**src/sv/mfrd_pkg.sv**
```systemverilog
// Shared types, constants and helpers of the meter frame receiver.
// No dependencies.
`default_nettype none
package mfrd_pkg;

    localparam logic [7:0] START_BYTE   = 8'h68;
    localparam logic [7:0] DATA_OFFSET  = 8'h33;
    localparam logic [7:0] READ_REPLY   = 8'h81;
    localparam logic [8:0] FRAME_EXTRA  = 9'd12;
    localparam logic [7:0] MIN_READ_LEN = 8'd6;
    localparam logic [8:0] HDR_LAST_POS = 9'd7;
    localparam logic [8:0] DATA_POS     = 9'd10;
    localparam logic [8:0] DATA_KEEP    = 9'd6;

    localparam int ADDR_W = 48;
    localparam int ID_W   = 16;
    localparam int CFG_W  = 48;
    localparam int READ_W = 28;

    localparam logic [ID_W-1:0] READING_ID_RESET = 16'h1010;
    localparam int QUEUE_DEPTH_DEF = 4;

    localparam logic REG_METER_ADDR = 1'b0;
    localparam logic REG_READING_ID = 1'b1;

    typedef enum logic [2:0] {
        PH_HUNT,
        PH_HEADER,
        PH_CONTROL,
        PH_LENGTH,
        PH_DATA,
        PH_CSUM,
        PH_END
    } t_phase;

    typedef enum logic [1:0] {
        ST_READING  = 2'd0,
        ST_OTHER    = 2'd1,
        ST_ADDR_ERR = 2'd2,
        ST_CSUM_ERR = 2'd3
    } t_status;

    // classified frame, raw reading bytes 2..5 of data, byte 2 lowest
    typedef struct packed {
        t_status     status;
        logic [7:0]  control;
        logic [8:0]  frame_len;
        logic [31:0] reading_raw;
    } t_rec;

    // one BCD byte to binary, nibbles above nine kept as weighted
    function automatic logic [7:0] bcd_byte(input logic [7:0] b);
        logic [7:0] hi;
        hi = 8'(b[7:4]) * 8'd10;
        return hi + {4'd0, b[3:0]};
    endfunction

endpackage
`default_nettype wire

```
**src/sv/meter_frame_receiver_decoder_top.sv**
```systemverilog
// Meter reply frame receiver and decoder, top level.
// Instantiates mfrd_front, mfrd_queue, mfrd_back. Depends on mfrd_pkg.
//
//   channel | handshake          | payload
//   --------+--------------------+----------------------------------------------
//   in      | i_valid / o_ready  | i_kind, i_rx_byte
//   out     | o_valid / i_ready  | o_status, o_control_code, o_frame_length,
//           |                    | o_reading_hundredths
//   cfg     | i_cfg_we           | i_cfg_index, i_cfg_data
//
// One byte or gap per cycle while o_ready is high; the parser steps once per
// accepted request. The edge that takes a frame's last byte writes its result
// into the queue; it then passes through the decode stage and output register.
// Synchronous active-low reset; config registers reset to address 0, id 0x1010.
// o_ready drops only while the frame queue is full.
`default_nettype none
module meter_frame_receiver_decoder_top #(
    parameter int QUEUE_DEPTH = mfrd_pkg::QUEUE_DEPTH_DEF
) (
    input  wire logic                         i_clk,
    input  wire logic                         i_rst_n,
    input  wire logic                         i_valid,
    output logic                              o_ready,
    input  wire logic                         i_kind,
    input  wire logic [7:0]                   i_rx_byte,
    output logic                              o_valid,
    input  wire logic                         i_ready,
    output logic [1:0]                        o_status,
    output logic [7:0]                        o_control_code,
    output logic [8:0]                        o_frame_length,
    output logic [mfrd_pkg::READ_W-1:0]       o_reading_hundredths,
    input  wire logic                         i_cfg_we,
    input  wire logic                         i_cfg_index,
    input  wire logic [mfrd_pkg::CFG_W-1:0]   i_cfg_data
);
    import mfrd_pkg::*;

    logic accept, push, full, q_valid, q_pop;
    t_rec push_rec, q_rec;

    assign o_ready = !full;
    assign accept  = i_valid && o_ready;

    mfrd_front u_front (
        .i_clk       (i_clk),
        .i_rst_n     (i_rst_n),
        .i_accept    (accept),
        .i_kind      (i_kind),
        .i_rx_byte   (i_rx_byte),
        .i_cfg_we    (i_cfg_we),
        .i_cfg_index (i_cfg_index),
        .i_cfg_data  (i_cfg_data),
        .o_push      (push),
        .o_rec       (push_rec)
    );

    mfrd_queue #(
        .DEPTH (QUEUE_DEPTH)
    ) u_queue (
        .i_clk   (i_clk),
        .i_rst_n (i_rst_n),
        .i_push  (push),
        .i_rec   (push_rec),
        .o_full  (full),
        .o_valid (q_valid),
        .i_pop   (q_pop),
        .o_rec   (q_rec)
    );

    mfrd_back u_back (
        .i_clk                (i_clk),
        .i_rst_n              (i_rst_n),
        .i_q_valid            (q_valid),
        .i_q_rec              (q_rec),
        .o_q_pop              (q_pop),
        .o_valid              (o_valid),
        .i_ready              (i_ready),
        .o_status             (o_status),
        .o_control_code       (o_control_code),
        .o_frame_length       (o_frame_length),
        .o_reading_hundredths (o_reading_hundredths)
    );

endmodule
`default_nettype wire

```
**src/sv/mfrd_front.sv**
```systemverilog
// Front end: byte parser, address/checksum checks, frame classification.
// Holds the configuration registers. Depends on mfrd_pkg.
`default_nettype none
module mfrd_front (
    input  wire logic                      i_clk,
    input  wire logic                      i_rst_n,
    input  wire logic                      i_accept,
    input  wire logic                      i_kind,
    input  wire logic [7:0]                i_rx_byte,
    input  wire logic                      i_cfg_we,
    input  wire logic                      i_cfg_index,
    input  wire logic [mfrd_pkg::CFG_W-1:0] i_cfg_data,
    output logic                           o_push,
    output mfrd_pkg::t_rec                 o_rec
);
    import mfrd_pkg::*;

    t_phase            r_phase, n_phase;
    logic [8:0]        r_pos, n_pos;
    logic [7:0]        r_sum, n_sum;
    logic              r_addr_ok, n_addr_ok;
    logic [7:0]        r_ctrl, n_ctrl;
    logic [7:0]        r_len, n_len;
    logic [7:0]        r_data [6];
    logic [7:0]        n_data [6];
    logic              r_csum_ok, n_csum_ok;
    logic [ADDR_W-1:0] r_meter_addr;
    logic [ID_W-1:0]   r_reading_id;

    logic [7:0] addr_byte;
    logic [8:0] data_off;
    logic       read_ok;
    logic [7:0] id_lo, id_hi;

    always_comb begin
        case (r_pos[2:0])
            3'd1:    addr_byte = r_meter_addr[7:0];
            3'd2:    addr_byte = r_meter_addr[15:8];
            3'd3:    addr_byte = r_meter_addr[23:16];
            3'd4:    addr_byte = r_meter_addr[31:24];
            3'd5:    addr_byte = r_meter_addr[39:32];
            3'd6:    addr_byte = r_meter_addr[47:40];
            default: addr_byte = 8'd0;
        endcase
    end

    assign data_off = r_pos - DATA_POS;
    assign id_lo    = r_data[0] - DATA_OFFSET;
    assign id_hi    = r_data[1] - DATA_OFFSET;
    assign read_ok  = (r_ctrl == READ_REPLY) && (r_len >= MIN_READ_LEN)
                   && (id_lo == r_reading_id[7:0]) && (id_hi == r_reading_id[15:8]);

    always_comb begin
        n_phase   = r_phase;
        n_pos     = r_pos;
        n_sum     = r_sum;
        n_addr_ok = r_addr_ok;
        n_ctrl    = r_ctrl;
        n_len     = r_len;
        n_data    = r_data;
        n_csum_ok = r_csum_ok;
        o_push    = 1'b0;
        o_rec     = '{status: ST_ADDR_ERR, control: 8'd0, frame_len: 9'd0,
                      reading_raw: 32'd0};
        if (i_accept) begin
            if (i_kind) begin
                n_phase = PH_HUNT;
                n_pos   = 9'd0;
            end else begin
                case (r_phase)
                    PH_HUNT: begin
                        if (i_rx_byte == START_BYTE) begin
                            n_phase   = PH_HEADER;
                            n_pos     = 9'd1;
                            n_sum     = i_rx_byte;
                            n_addr_ok = 1'b1;
                            n_ctrl    = 8'd0;
                            n_len     = 8'd0;
                            n_data    = '{default: 8'd0};
                            n_csum_ok = 1'b0;
                        end
                    end
                    PH_HEADER: begin
                        n_sum = r_sum + i_rx_byte;
                        if (r_pos < HDR_LAST_POS) begin
                            if (i_rx_byte != addr_byte) begin
                                n_addr_ok = 1'b0;
                            end
                            n_pos = r_pos + 9'd1;
                        end else if (!r_addr_ok || i_rx_byte != START_BYTE) begin
                            n_phase = PH_HUNT;
                            n_pos   = 9'd0;
                            o_push  = 1'b1;
                        end else begin
                            n_phase = PH_CONTROL;
                            n_pos   = r_pos + 9'd1;
                        end
                    end
                    PH_CONTROL: begin
                        n_sum   = r_sum + i_rx_byte;
                        n_ctrl  = i_rx_byte;
                        n_phase = PH_LENGTH;
                        n_pos   = r_pos + 9'd1;
                    end
                    PH_LENGTH: begin
                        n_sum   = r_sum + i_rx_byte;
                        n_len   = i_rx_byte;
                        n_phase = (i_rx_byte == 8'd0) ? PH_CSUM : PH_DATA;
                        n_pos   = DATA_POS;
                    end
                    PH_DATA: begin
                        n_sum = r_sum + i_rx_byte;
                        if (data_off < DATA_KEEP) begin
                            n_data[data_off[2:0]] = i_rx_byte;
                        end
                        n_pos = r_pos + 9'd1;
                        if ({1'b0, r_pos} + 10'd1 >= {1'b0, DATA_POS} + {2'd0, r_len}) begin
                            n_phase = PH_CSUM;
                        end
                    end
                    PH_CSUM: begin
                        n_csum_ok = (i_rx_byte == r_sum);
                        n_sum     = r_sum + i_rx_byte;
                        n_phase   = PH_END;
                        n_pos     = r_pos + 9'd1;
                    end
                    PH_END: begin
                        o_push = 1'b1;
                        o_rec.status      = !r_csum_ok ? ST_CSUM_ERR
                                          : (read_ok ? ST_READING : ST_OTHER);
                        o_rec.control     = r_ctrl;
                        o_rec.frame_len   = {1'b0, r_len} + FRAME_EXTRA;
                        o_rec.reading_raw = {r_data[5], r_data[4], r_data[3], r_data[2]};
                        n_phase = PH_HUNT;
                        n_pos   = 9'd0;
                    end
                    default: begin
                        n_phase = PH_HUNT;
                        n_pos   = 9'd0;
                    end
                endcase
            end
        end
    end

    always_ff @(posedge i_clk) begin
        if (!i_rst_n) begin
            r_phase      <= PH_HUNT;
            r_pos        <= 9'd0;
            r_meter_addr <= '0;
            r_reading_id <= READING_ID_RESET;
        end else begin
            r_phase <= n_phase;
            r_pos   <= n_pos;
            if (i_cfg_we) begin
                case (i_cfg_index)
                    REG_METER_ADDR: r_meter_addr <= i_cfg_data[ADDR_W-1:0];
                    REG_READING_ID: r_reading_id <= i_cfg_data[ID_W-1:0];
                    default:        r_reading_id <= r_reading_id;
                endcase
            end
        end
    end

    always_ff @(posedge i_clk) begin
        r_sum     <= n_sum;
        r_addr_ok <= n_addr_ok;
        r_ctrl    <= n_ctrl;
        r_len     <= n_len;
        r_data    <= n_data;
        r_csum_ok <= n_csum_ok;
    end

endmodule
`default_nettype wire

```
**src/sv/mfrd_queue.sv**
```systemverilog
// Short request queue between the parser and the decoder.
// Register array with read/write pointers. Depends on mfrd_pkg.
`default_nettype none
module mfrd_queue #(
    parameter int DEPTH = mfrd_pkg::QUEUE_DEPTH_DEF
) (
    input  wire logic           i_clk,
    input  wire logic           i_rst_n,
    input  wire logic           i_push,
    input  wire mfrd_pkg::t_rec i_rec,
    output logic                o_full,
    output logic                o_valid,
    input  wire logic           i_pop,
    output mfrd_pkg::t_rec      o_rec
);
    import mfrd_pkg::*;

    localparam int PW = (DEPTH > 1) ? $clog2(DEPTH) : 1;
    localparam int CW = $clog2(DEPTH + 1);

    t_rec          r_mem [DEPTH];
    logic [PW-1:0] r_wr, n_wr;
    logic [PW-1:0] r_rd, n_rd;
    logic [CW-1:0] r_cnt, n_cnt;
    logic          do_push, do_pop;

    assign o_full  = (r_cnt == CW'(DEPTH));
    assign o_valid = (r_cnt != '0);
    assign o_rec   = r_mem[r_rd];
    assign do_push = i_push && !o_full;
    assign do_pop  = i_pop && o_valid;

    always_comb begin
        n_wr  = r_wr;
        n_rd  = r_rd;
        n_cnt = r_cnt;
        if (do_push) begin
            n_wr = (r_wr == PW'(DEPTH - 1)) ? '0 : r_wr + PW'(1);
        end
        if (do_pop) begin
            n_rd = (r_rd == PW'(DEPTH - 1)) ? '0 : r_rd + PW'(1);
        end
        if (do_push && !do_pop) begin
            n_cnt = r_cnt + CW'(1);
        end else if (do_pop && !do_push) begin
            n_cnt = r_cnt - CW'(1);
        end
    end

    always_ff @(posedge i_clk) begin
        if (!i_rst_n) begin
            r_wr  <= '0;
            r_rd  <= '0;
            r_cnt <= '0;
        end else begin
            r_wr  <= n_wr;
            r_rd  <= n_rd;
            r_cnt <= n_cnt;
        end
    end

    always_ff @(posedge i_clk) begin
        if (do_push) begin
            r_mem[r_wr] <= i_rec;
        end
    end

endmodule
`default_nettype wire

```
**src/sv/mfrd_back.sv**
```systemverilog
// Back end: BCD reading decode in two stages and the result register.
// Depends on mfrd_pkg.
`default_nettype none
module mfrd_back (
    input  wire logic                        i_clk,
    input  wire logic                        i_rst_n,
    input  wire logic                        i_q_valid,
    input  wire mfrd_pkg::t_rec              i_q_rec,
    output logic                             o_q_pop,
    output logic                             o_valid,
    input  wire logic                        i_ready,
    output logic [1:0]                       o_status,
    output logic [7:0]                       o_control_code,
    output logic [8:0]                       o_frame_length,
    output logic [mfrd_pkg::READ_W-1:0]      o_reading_hundredths
);
    import mfrd_pkg::*;

    logic        r_s1_valid;
    t_status     r_s1_status;
    logic [7:0]  r_s1_ctrl;
    logic [8:0]  r_s1_len;
    logic [14:0] r_s1_p0, r_s1_p1;

    logic              r_out_valid;
    t_status           r_out_status;
    logic [7:0]        r_out_ctrl;
    logic [8:0]        r_out_len;
    logic [READ_W-1:0] r_out_reading;

    logic        adv_out, s1_take;
    logic [7:0]  v2, v3, v4, v5;
    logic [14:0] n_p0, n_p1;
    logic        rd_ok;
    logic [READ_W-1:0] n_reading;

    assign adv_out = !r_out_valid || i_ready;
    assign s1_take = !r_s1_valid || adv_out;
    assign o_q_pop = i_q_valid && s1_take;

    // non-reading frames decode to zero
    assign rd_ok = (i_q_rec.status == ST_READING);
    assign v2    = bcd_byte(i_q_rec.reading_raw[7:0]   - DATA_OFFSET);
    assign v3    = bcd_byte(i_q_rec.reading_raw[15:8]  - DATA_OFFSET);
    assign v4    = bcd_byte(i_q_rec.reading_raw[23:16] - DATA_OFFSET);
    assign v5    = bcd_byte(i_q_rec.reading_raw[31:24] - DATA_OFFSET);
    assign n_p0  = rd_ok ? (15'(v3) * 15'd100 + 15'(v2)) : 15'd0;
    assign n_p1  = rd_ok ? (15'(v5) * 15'd100 + 15'(v4)) : 15'd0;
    assign n_reading = READ_W'(r_s1_p1) * READ_W'(10000) + READ_W'(r_s1_p0);

    always_ff @(posedge i_clk) begin
        if (!i_rst_n) begin
            r_s1_valid  <= 1'b0;
            r_out_valid <= 1'b0;
        end else begin
            if (s1_take) begin
                r_s1_valid <= i_q_valid;
            end
            if (adv_out) begin
                r_out_valid <= r_s1_valid;
            end
        end
    end

    always_ff @(posedge i_clk) begin
        if (o_q_pop) begin
            r_s1_status <= i_q_rec.status;
            r_s1_ctrl   <= i_q_rec.control;
            r_s1_len    <= i_q_rec.frame_len;
            r_s1_p0     <= n_p0;
            r_s1_p1     <= n_p1;
        end
        if (adv_out && r_s1_valid) begin
            r_out_status  <= r_s1_status;
            r_out_ctrl    <= r_s1_ctrl;
            r_out_len     <= r_s1_len;
            r_out_reading <= n_reading;
        end
    end

    assign o_valid              = r_out_valid;
    assign o_status             = r_out_status;
    assign o_control_code       = r_out_ctrl;
    assign o_frame_length       = r_out_len;
    assign o_reading_hundredths = r_out_reading;

endmodule
`default_nettype wire

```
**config.mk**
```make
export PLATFORM = sky130hd
export DESIGN_NAME = meter_frame_receiver_decoder_top
export DESIGN_NICKNAME = d
export VERILOG_FILES = /design/src/sv/mfrd_pkg.sv /design/src/sv/meter_frame_receiver_decoder_top.sv /design/src/sv/mfrd_front.sv /design/src/sv/mfrd_queue.sv /design/src/sv/mfrd_back.sv
export SDC_FILE = /design/constraint.sdc
export NUM_CORES = 1
export LEC_CHECK = 0
export BUFFER_PORTS_ARGS = -buffer_cell sky130_fd_sc_hd__clkbuf_2
export CELL_PAD_IN_SITES_DETAIL_PLACEMENT = 0
export CELL_PAD_IN_SITES_GLOBAL_PLACEMENT = 1
export CORE_MARGIN = 5
export CORE_UTILIZATION = 46
export CTS_CLUSTER_DIAMETER = 40
export DETAILED_ROUTE_END_ITERATION = 10
export MAX_ROUTING_LAYER = met4
export PLACE_DENSITY_LB_ADDON = 0.15
export SETUP_SLACK_MARGIN = 0.05
export SLEW_MARGIN = 10
export SYNTH_ARGS = -nofsm -noshare
export SYNTH_HDL_FRONTEND = slang
export SYNTH_SLANG_ARGS = --single-unit
```
**constraint.sdc**
```tcl
create_clock -name i_clk -period 6 [get_ports i_clk]
set_input_delay 0.9 -clock i_clk [delete_from_list [all_inputs] [get_ports i_clk]]
set_output_delay 0.9 -clock i_clk [all_outputs]
set_load 0.005 [all_outputs]
```
## Word level (Yosys, flattened, before mapping)

Memories as Yosys holds them, arrays and structs flattened. A register that Yosys moved wholly into a read port is not among the register bits.
Index checks and enable logic that the tools add are counted.

- Bits in registers: 255
- RAM bits: 204
- Output and inout port bits: 49
- Logic and storage cells: 189
- Memories kept: 1

Memory list:

| name | depth | bits a word | read ports | clocked after memory_dff | write ports | line | RTL |
|---|---|---|---|---|---|---|---|
| u_queue.r_mem | 4 | 51 | 1 | 1 | 1 | mfrd_queue.sv:21 | `t_rec r_mem [DEPTH];` |

- $add $sub $neg: 23
- Multiply operators: 7
- Order comparisons: 6
- Eq/ne operators: 29
- Muxes and demuxes: 48
- Bitwise operators: 3
- Reductions and logical operators: 43

Operator list:

| cell | count |
|---|---|
| 2-to-1 mux 51 bit | 3 |
| 2-to-1 mux 48 bit | 2 |
| case mux 48 bit (2 select lines) | 1 |
| bitwise mux 48 bit | 1 |
| case mux 8 bit (2 select lines) | 3 |
| case mux 8 bit (6 select lines) | 1 |
| subtractor 8 x 6 -> 8 bit (second input constant) | 6 |
| 2-to-1 mux 9 bit | 4 |
| case mux 9 bit (4 select lines) | 1 |
| adder 8 x 4 -> 8 bit | 4 |
| adder 15 x 8 -> 15 bit | 2 |
| adder 28 x 15 -> 28 bit | 1 |
| multiplier 4 x 3 -> 7 bit (second input constant) | 4 |
| multiplier 8 x 5 -> 13 bit (second input constant) | 2 |
| demux 8 bit (select 3 bit) | 1 |
| == test 8 bit | 3 |
| multiplier 15 x 10 -> 24 bit (second input constant) | 1 |
| 2-to-1 mux 8 bit | 3 |
| == test 3 bit (second input constant) | 7 |
| AND reduction 4 bit | 5 |
| < comparator 9 x 3 -> 1 bit (second input constant) | 2 |
| 2-to-1 mux 3 bit | 6 |
| case mux 3 bit (6 select lines) | 1 |
| nonzero test 2 bit | 7 |
| other kinds (40) | 88 |

## Longest topological paths before layout

Gate-level depths: netlist of the first run.

- Depth after elaboration: 12
- Mapped depth: 29
- Mapped depth without buffers: 26

## Modules after synthesis

Synthesis of the first run repeated with hierarchy kept, for this count alone.

- Cells, all modules: 2147
- Area, all modules: 25842.3 µm²

Modules (own cells, without submodules):

| module | times used | cells each | area each (µm²) | seq. area each (µm²) |
|---|---|---|---|---|
| mfrd_back | 1 | 921 | 9616.7 | 2922.8 |
| mfrd_front | 1 | 906 | 8315.5 | 3743.6 |
| mfrd_queue | 1 | 318 | 7900.1 | 6306.0 |
| meter_frame_receiver_decoder_top | 1 | 2 | 10.0 | 0.0 |

## Least setup slack after synthesis of the first run

OpenSTA, ideal clock, no wires.

- Kind: register to register
- Start point: register (tool-made name)
- End point: register u_back.r_s1_p0[14] (data pin)
- Setup time: 0.266 ns
- Data arrival time: 6.207 ns
- Path slack: -0.473 ns
- Cell stages (with the launch flop): 29
- Path buffers: 5
- Cell sequence: dfxtp_1 -> buf_6 -> buf_4 -> buf_2 -> buf_4 -> buf_2 -> mux4_2 -> xnor2_1 -> inv_1 -> ha_1 -> ha_1 -> fa_1 -> nand2_1 -> nor2_1 -> xnor2_1 -> xor2_1 -> inv_1 -> fa_1 -> inv_1 -> ha_1 -> a21oi_1 -> o21bai_1 -> a21oi_1 -> o21bai_1 -> a21oi_1 -> xor2_1 -> nor3b_1 -> xnor2_1 -> nor2_1

RTL lines:

| item | line | RTL |
|---|---|---|
| to (signal assigned) | mfrd_back.sv:70 | `r_s1_p0 <= n_p0;` |
| to (decl) | mfrd_back.sv:23 | `logic [14:0] r_s1_p0, r_s1_p1;` |

==> results.sh, run 1 <==
export IMPL_clock_latency_ns=0.61
export IMPL_grtUsageTotal_pct=18.9
export IMPL_arrival_ns=6.11
export IMPL_ys_async_sr_fraction_pct=0
export IMPL_ys_top_cells_by_area="edfxtp_1, ha_1, dfxtp_1"
export IMPL_avgRoutedWirePerCell_um=17.5
export IMPL_cts_root_buf="clkbuf_16"
export IMPL_die_w_um=246
export IMPL_grt_max_degree=88
export IMPL_path_buf_inv=5
export IMPL_ys_warn_count=0
export IMPL_initial_utilization_pct=46.4
export IMPL_final_max_slew_viol_count=0
export IMPL_yosys_most_used_dff="edfxtp_1"
export IMPL_core_area_um2=55000
export IMPL_setup_viol=0
export IMPL_grt_pass1_vias=16700
export IMPL_drt_iter0_markers=810
export IMPL_min_period_ns=5.81
export IMPL_synthToLayoutAreaGrowth_pct=19.1
export IMPL_syn_nets=2459
export IMPL_fin_nets=2649
export IMPL_diodes=0
export IMPL_drc_errors=0
export IMPL_hp_start="u_back.r_s1_len[6]"
export IMPL_timing_fmax_mhz=172
export IMPL_layout_common_cells="edfxtp_1, nand2_1, ha_1"
export IMPL_antenna_found_initial=0
export IMPL_crit_required_ns=6.30
export IMPL_rsz0062_at_grt="yes"
export IMPL_via_per_inst=5.18
export IMPL_period_share_pct=96.9
export IMPL_drive_above_1_share_pct=19.3
export IMPL_crit_path_max_fanout=6
export IMPL_cts_tree="done"
export IMPL_drv_cap=0
export IMPL_synth_cell_types=68
export IMPL_port_buffers=111
export IMPL_r2r_slack_ns=0.19
export IMPL_worstMarginPinSlew_ns=1.19
export IMPL_cp_start_kind="flop"
export IMPL_hold_buffers=0
export IMPL_layout_commonest_cell="edfxtp_1"
export IMPL_syn_avg_cell_area_um2=11.9
export IMPL_clkSinkCount=461
export IMPL_dr_pass1_iters=5
export IMPL_grt_pass1_wl_um=89100
export IMPL_gr_total_overflow=0
export IMPL_cpMostUsedCell="ha_1"
export IMPL_crit_path_max_incr_delay_ns=0.58
export IMPL_hp_class="reg2reg"
export IMPL_ys_seq_elements=461
export IMPL_synth_cells=2139
export IMPL_die_area_um2=60300
export IMPL_routed_wl_um=54800
export IMPL_hold_viol_final=0
export IMPL_yosysTopAreaCellShare_pct=44.0
export IMPL_gp_congestion=0.880
export IMPL_status="complete, no violations"
export IMPL_skew_ns=0.0425
export IMPL_fin_area_um2=30400
export IMPL_synthesis_area_um2=25500
export IMPL_slowest_stage="mux4_2"
export IMPL_die_y_um=246
export IMPL_clock_path_buffers=3
export IMPL_synth_edf_count=374
export IMPL_ant_nets=0
export IMPL_num_io_pins=112
export IMPL_dp_hpwl_um=38100
export IMPL_slew_headroom_pct=20.2
export IMPL_cp_top_family="adder cells"
export IMPL_path_clk_slew_ns=0.05
export IMPL_cts_buffers=75
export IMPL_postPlaceCellArea_um2=27300
export IMPL_htreeDepth=3
export IMPL_path_class="reg2reg"
export IMPL_end_kind="flop"
export IMPL_synth_seq_area_share_pct=50.8
export IMPL_num_rows=86
export IMPL_route_vias_total=16200
export IMPL_yosys_area_top_type="edfxtp_1"
## metrics by stage
| stage | worst slack (ns) | TNS [ns] | cells | hold WS, ns | utilization (%) |
|---|---|---|---|---|---|
| final | 0.187 | 0 | 3139 | 0.416 | 55.3 |
| after global routing | -0.0897 | -0.203 | 3139 | 0.421 | 55.3 |
| after CTS | 0.0428 | 0 | 3120 | 0.417 | 54.4 |
| after detailed placement | -0.144 | -0.144 | 2975 | 0.405 | 49.6 |
| after global placement | 0.00731 | 0 | 2975 | 0.402 | 49.6 |
| after floorplan | 0.0703 | 0 | 2139 | 0.400 | - |
## per-layer routing
| metal | global-route usage [%] | routed length [um] |
|---|---|---|
| met1 | 25.8 | 25800 |
| met3 | 2.68 | 2110 |
| met5 | - | 0 |
| met2 | 29.8 | 25700 |
| met4 | 5.30 | 1230 |
## cell families after synthesis
group / Yosys count / share of synthesized area, %
mux: 102 / 6.53
simple gates: 575 / 10.6
flops: 461 / 50.8
compound gates: 317 / 8.14
xor+xnor: 174 / 5.97
buf+inv: 252 / 3.79
fa+ha+maj: 258 / 14.1
## cells in the mapped netlist, types with 45 or more instances
| cell type | n |
|---|---|
| mux4_2 | 51 |
| a21oi_1 | 88 |
| nor2_1 | 145 |
| xnor2_1 | 105 |
| dfxtp_1 | 87 |
| clkbuf_1 | 64 |
| inv_1 | 174 |
| mux2i_1 | 45 |
| ha_1 | 207 |
| edfxtp_1 | 374 |
| o21ai_0 | 46 |
| nand2_1 | 207 |
| fa_1 | 50 |
| and3_1 | 51 |
| xor2_1 | 69 |
| a21boi_0 | 73 |
## cell type report
class                      count  area, um2
clock buffer                  84       1970
clock inverter                55        618
fill                        4653      24600
inverter                     175        657
multi-input combinational   1426      12000
sequential                   461      13000
tap                          748        936
timing repair buffer         190       1190
## path summary, 6_finish.rpt
path | depth (start not counted) | end
setup / recovery | 26 | u_back.r_s1_p1[14]
setup reg to reg | 26 | u_back.r_s1_p1[14]
hold reg to reg | 0 | u_back.o_frame_length[6]
hold / removal | 0 | u_back.o_frame_length[6]
## state kept, by name, indices dropped and copies added, names as in the netlist, 9 cells and up, named ones only
name and flops:
u_front.r_reading_id 16, u_back.r_s1_p0 15, u_back.r_s1_len 9, u_back.r_s1_p1 15, u_front.r_meter_addr 48, u_front.r_data 48, u_queue.r_mem 204, u_back.o_reading_hundredths 28
u_back.o_frame_length 9, u_front.r_pos 9
## repair_timing
action / in CTS / in global routing
resized for setup: 5 / 71
pin swaps: 0 / 34
buffers inserted: 6 / 19
endpoints found under the setup margin: 4 / 10
endpoints found under the hold margin: 0 / 0
Power of run 1 is not shown: default switching activity piles up to over one toggle a cycle in this logic, so the estimate is an artifact.
==> inputs of run 2 (changes only) <==
--- a/config.mk
+++ b/config.mk
@@ -7,9 +7,9 @@
 export LEC_CHECK = 0
 export BUFFER_PORTS_ARGS = -buffer_cell sky130_fd_sc_hd__clkbuf_2
 export CELL_PAD_IN_SITES_DETAIL_PLACEMENT = 0
-export CELL_PAD_IN_SITES_GLOBAL_PLACEMENT = 1
+export CELL_PAD_IN_SITES_GLOBAL_PLACEMENT = 2
 export CORE_MARGIN = 5
-export CORE_UTILIZATION = 46
+export CORE_UTILIZATION = 39
 export CTS_CLUSTER_DIAMETER = 40
 export DETAILED_ROUTE_END_ITERATION = 10
 export MAX_ROUTING_LAYER = met4
==> run 2 against run 1 <==
Against the previous run:
- die area rose by 17%
- utilization fell by 7.6 points
- setup slack improved by 0.026 ns
- flip-flop and latch count did not move
- count of clock-buffer cells in the layout rose by 6
- cell count rose by 3.8%
- first-iteration DRC count rose by 3.5%
- highest routed layer unchanged
- global-route usage fell by 2.0 points
==> results.sh, run 2 (synthesis gave the netlist of run 1 again) <==
export IMPL_hold_buffers=0
export IMPL_htreeDepth=3
export IMPL_postPlaceCellArea_um2=27400
export IMPL_die_w_um=266
export IMPL_period_share_pct=96.4
export IMPL_core_area_um2=64600
export IMPL_gr_total_overflow=0
export IMPL_initial_utilization_pct=39.5
export IMPL_route_vias_total=16200
export IMPL_diodes=0
export IMPL_port_buffers=111
export IMPL_cp_start_kind="flop"
export IMPL_avgRoutedWirePerCell_um=17.7
export IMPL_final_core_util_pct=47.6
export IMPL_hp_class="reg2reg"
export IMPL_crit_path_max_fanout=6
export IMPL_worstMarginPinSlew_ns=1.10
export IMPL_gp_congestion=0.792
export IMPL_status="complete, no violations"
export IMPL_hold_viol_final=0
export IMPL_arrival_ns=6.11
export IMPL_num_fill_cells=5954
export IMPL_ant_nets=0
export IMPL_die_y_um=266
export IMPL_crit_path_max_incr_delay_ns=0.57
export IMPL_drive_above_1_share_pct=19.3
export IMPL_layout_cells_non_filler=3258
export IMPL_fin_nets=2655
export IMPL_cts_tree="done"
export IMPL_rsz0062_at_grt="yes"
export IMPL_crit_required_ns=6.32
export IMPL_path_clk_slew_ns=0.05
export IMPL_min_period_ns=5.79
export IMPL_end_kind="flop"
export IMPL_path_class="reg2reg"
export IMPL_die_area_um2=70600
export IMPL_drv_cap=0
export IMPL_hp_start="u_back.r_s1_status[0]"
export IMPL_clkSinkCount=461
export IMPL_routed_wl_um=57800
export IMPL_cts_root_buf="clkbuf_16"
export IMPL_grtUsageTotal_pct=16.8
export IMPL_grt_max_degree=88
export IMPL_setup_viol=0
export IMPL_final_max_slew_viol_count=0
export IMPL_clock_latency_ns=0.62
export IMPL_num_rows=93
export IMPL_dp_cells=3088
export IMPL_cts_buffers=80
export IMPL_largestRegisters="u_queue.r_mem x204, u_front.r_data x48, u_front.r_meter_addr x48"
export IMPL_clock_path_buffers=3
export IMPL_top_register="u_queue.r_mem"
export IMPL_layout_common_cells="edfxtp_1, nand2_1, ha_1"
export IMPL_grt_pass1_wl_um=92900
export IMPL_dr_pass1_iters=6
export IMPL_drc_errors=0
export IMPL_slowest_stage="fa_1"
export IMPL_dp_hpwl_um=40400
export IMPL_via_per_inst=4.98
export IMPL_layout_commonest_cell="edfxtp_1"
export IMPL_synthToLayoutAreaGrowth_pct=20.6
export IMPL_slew_headroom_pct=26.1
export IMPL_largest_reg_flops=204
export IMPL_fin_area_um2=30800
export IMPL_drt_iter0_markers=838
export IMPL_skew_ns=0.0416
export IMPL_antenna_found_initial=4
export IMPL_num_io_pins=112
export IMPL_timing_fmax_mhz=173
export IMPL_grt_pass1_vias=17000
-- run 2: changes by cell type in the layout (fill, tap and decap cells not counted), sizes merged --
| cell | previous run | this run |
|---|---|---|
| buf | 79 | 80 |
| bufinv | 4 | 8 |
| clkbuf | 195 | 201 |
| clkinv | 20 | 29 |
| clkinvlp | 6 | 7 |
| inv | 200 | 191 |
-- run 2: worst paths after layout --
check | to | cells after the start | slack [ns]
hold reg to reg | u_back.o_status[0] | 0 | 0.42
setup / recovery | u_back.r_s1_p0[14] | 29 | 0.21
hold / removal | u_back.o_status[0] | 0 | 0.42
setup reg to reg | u_back.r_s1_p0[14] | 29 | 0.21
-- run 2: area by class of cell --
cell class / instances / area, um2 / share of cell area (%)
clock buffers: 90 / 2110 / 6.87
clock inverters: 60 / 717 / 2.33
inverters: 175 / 657 / 2.14
multi-input cells: 1426 / 12000 / 39.0
flip-flops and latches: 461 / 13000 / 42.2
well taps: 855 / 1070 / 3.48
repair buffers: 191 / 1230 / 3.99
-- run 2: worst max-delay path: cells and delay by family, from the launching register on --
kind / cells / cell delay (ns)
muxes: 1 / 0.53
DFF: 1 / 0.37
adders and majority gates: 5 / 1.74
buffers and inverters: 7 / 0.73
xor gates and xnor gates: 5 / 0.74
AOI/OAI and AO/OA: 4 / 0.51
and+or+nand+nor: 7 / 0.89
-- run 2: layer usage --
layer	wire, um	part of all wire (%)	track usage (%)
met5	0	0	-
met4	803	1.4	4.16
met3	2020	3.5	2.69
met2	27300	47	27.0
met1	27700	48	22.7
-- run 2: what timing repair did --
item,4_1_cts,5_1_grt
gates resized for setup,3,62
setup buffers,4,17
pin swaps,0,43
setup endpoints to repair,2,8
-- run 2: stage by stage --
step,hold WS (ns),setup WS (ns),TNS [ns]
2_1_floorplan,0.400,0.0703,0
3_3_place_gp,0.402,0.0391,0
3_5_place_dp,0.405,-0.0716,-0.0716
4_1_cts,0.418,0.0723,0
5_1_grt,0.424,-0.0747,-0.188
6_report,0.417,0.213,0
Power of run 2 is left out for the same reason.
==> inputs of run 3 (changes only) <==
--- a/config.mk
+++ b/config.mk
@@ -8,12 +8,15 @@
 export BUFFER_PORTS_ARGS = -buffer_cell sky130_fd_sc_hd__clkbuf_2
 export CELL_PAD_IN_SITES_DETAIL_PLACEMENT = 0
 export CELL_PAD_IN_SITES_GLOBAL_PLACEMENT = 2
+export CORE_ASPECT_RATIO = 1.1
 export CORE_MARGIN = 5
 export CORE_UTILIZATION = 39
 export CTS_CLUSTER_DIAMETER = 40
 export DETAILED_ROUTE_END_ITERATION = 10
 export MAX_ROUTING_LAYER = met4
 export PLACE_DENSITY_LB_ADDON = 0.15
+export RECOVER_POWER = 100
+export REMOVE_ABC_BUFFERS = 1
 export SETUP_SLACK_MARGIN = 0.05
 export SLEW_MARGIN = 10
 export SYNTH_ARGS = -nofsm -noshare
==> run 3 against run 2 <==
Against the previous run:
- the flow now finishes with violations (capacitance limit, slew limit)
- critical path type unchanged
- routed wire length grew 0.25%
- count of clock-buffer cells in the layout shrank 7
- critical endpoint is now u_back.r_s1_p1[14]
- clock skew shrank 0.013 ns
- via count grew 0.87%
- setup slack lost 0.036 ns
==> results.sh, run 3 (synthesis gave the netlist of run 1 again) <==
export IMPL_die_w_um=254
export IMPL_drc_errors=0
export IMPL_avgRoutedWirePerCell_um=17.7
export IMPL_final_max_slew_viol_count=88
export IMPL_status="finished with violations"
export IMPL_synthToLayoutAreaGrowth_pct=20.3
export IMPL_worst_hold_path_num_cells=0
export IMPL_min_period_ns=5.82
export IMPL_skew_ns=0.0283
export IMPL_r2r_cells=27
export IMPL_grt_pass1_wl_um=91600
export IMPL_crit_required_ns=6.31
export IMPL_fin_nets=2678
export IMPL_arrival_ns=6.13
export IMPL_crit_path_max_incr_delay_ns=0.57
export IMPL_grt_max_degree=88
export IMPL_gp_congestion=0.811
export IMPL_num_fill_cells=5930
export IMPL_hold_viol_final=0
export IMPL_clkSinkCount=461
export IMPL_slowest_stage="fa_1"
export IMPL_hp_start="u_back.r_s1_len[0]"
export IMPL_grtUsageTotal_pct=16.8
export IMPL_die_y_um=278
export IMPL_ant_nets=0
export IMPL_timing_rr_end="u_back.r_s1_p1[14]"
export IMPL_layout_commonest_cell="edfxtp_1"
export IMPL_route_vias_total=16400
export IMPL_grt_pass1_vias=17100
export IMPL_drt_iter0_markers=742
export IMPL_timing_fmax_mhz=172
export IMPL_r2r_slack_ns=0.18
export IMPL_cts_buffers=75
export IMPL_hp_class="reg2reg"
export IMPL_end_kind="flop"
export IMPL_gr_total_overflow=0
export IMPL_clock_path_buffers=3
export IMPL_initial_utilization_pct=39.3
export IMPL_path_clk_slew_ns=0.05
export IMPL_period_share_pct=97.0
export IMPL_die_area_um2=70600
export IMPL_path_class="reg2reg"
export IMPL_dp_hpwl_um=40800
export IMPL_fin_area_um2=30700
export IMPL_setup_viol=0
export IMPL_hold_buffers=0
export IMPL_core_area_um2=65000
export IMPL_cts_tree="done"
export IMPL_slew_headroom_pct=-127
export IMPL_htreeDepth=3
export IMPL_num_io_pins=112
export IMPL_num_rows=98
export IMPL_drive_above_1_share_pct=20.1
export IMPL_whs_endpoint="u_back.o_frame_length[0]"
export IMPL_antenna_found_initial=0
export IMPL_rsz0062_at_grt="yes"
export IMPL_violations="capacitance limit, slew limit"
export IMPL_routed_wl_um=58000
export IMPL_drv_cap=1
export IMPL_crit_path_max_fanout=5
export IMPL_cts_root_buf="clkbuf_16"
export IMPL_via_per_inst=5.00
export IMPL_largestRegisters="u_queue.r_mem x204, u_front.r_data x48, u_front.r_meter_addr x48"
export IMPL_cp_start_kind="flop"
export IMPL_port_buffers=111
export IMPL_clock_latency_ns=0.61
export IMPL_worstMarginPinSlew_ns=3.41
export IMPL_dr_pass1_iters=6
export IMPL_diodes=0
export IMPL_layout_common_cells="edfxtp_1, nand2_1, ha_1"
export IMPL_postPlaceCellArea_um2=27600
export IMPL_largest_reg_flops=204
export IMPL_top_register="u_queue.r_mem"
-- run 3: critical path, delay by kind of cell, from the launching register on --
family,cells,cell delay (ns)
adders and majority gates,6,1.98
AOI/OAI and AO/OA,5,0.82
muxes,3,0.81
xor gates and xnor gates,5,0.76
and+or+nand+nor,5,0.42
DFF,1,0.41
buffers and inverters,3,0.32
-- run 3: layout make-up --
cell class                 count  area (um2)  area share (%)
sequential                   461       13000            42.3
multi-input combinational   1426       12000            39.2
clock buffer                  83        1930            6.28
timing repair buffer         219        1410            4.60
tap                          850        1060            3.47
inverter                     175         657            2.14
clock inverter                54         612            1.99
-- run 3: per-layer routing --
| metal | global-route usage [%] | share of wire (%) | vias to the layer above |
|---|---|---|---|
| li1 | - | - | 8093 |
| met1 | 19.7 | 42 | 7865 |
| met2 | 29.0 | 51 | 290 |
| met3 | 2.80 | 3.8 | 104 |
| met4 | 6.07 | 3.1 | 0 |
| met5 | - | 0 | - |
-- run 3: worst max path at each step --
| stage | startpoint | slack (ns) | endpoint | depth (start not counted) |
|---|---|---|---|---|
| after floorplan | flop | -1.99 | u_back.r_s1_p1[14] | 25 |
| after global placement | flop | -0.07 | u_back.r_s1_p1[14] | 25 |
| after detailed placement | flop | -0.11 | u_back.r_s1_p0[14] | 27 |
| after CTS | flop | 0.05 | u_back.r_s1_p0[13] | 25 |
| after global routing | flop | -0.18 | u_back.r_s1_p1[14] | 27 |
| final | flop | 0.18 | u_back.r_s1_p1[14] | 27 |
-- run 3: per-stage QoR --
step | hold WS (ns) | setup TNS (ns) | worst slack [ns] | utilization [%] | cells
finish | 0.414 | 0 | 0.178 | 47.2 | 3268
global route | 0.428 | -0.319 | -0.184 | 47.2 | 3268
CTS | 0.408 | 0 | 0.0505 | 46.5 | 3251
detailed placement | 0.405 | -0.309 | -0.115 | 42.5 | 3112
global placement | 0.401 | -0.0711 | -0.0711 | 42.5 | 3112
floorplan | 0.400 | -21.10 | -1.99 | - | 2062
-- run 3: repair_timing --
item / CTS / global route
buffers inserted: 2 / 17
gates resized for setup: 13 / 72
endpoints found under the setup margin: 5 / 9
endpoints found under the hold margin: 0 / 0
pin swaps: 6 / 54
Power of run 3 is left out for the same reason.
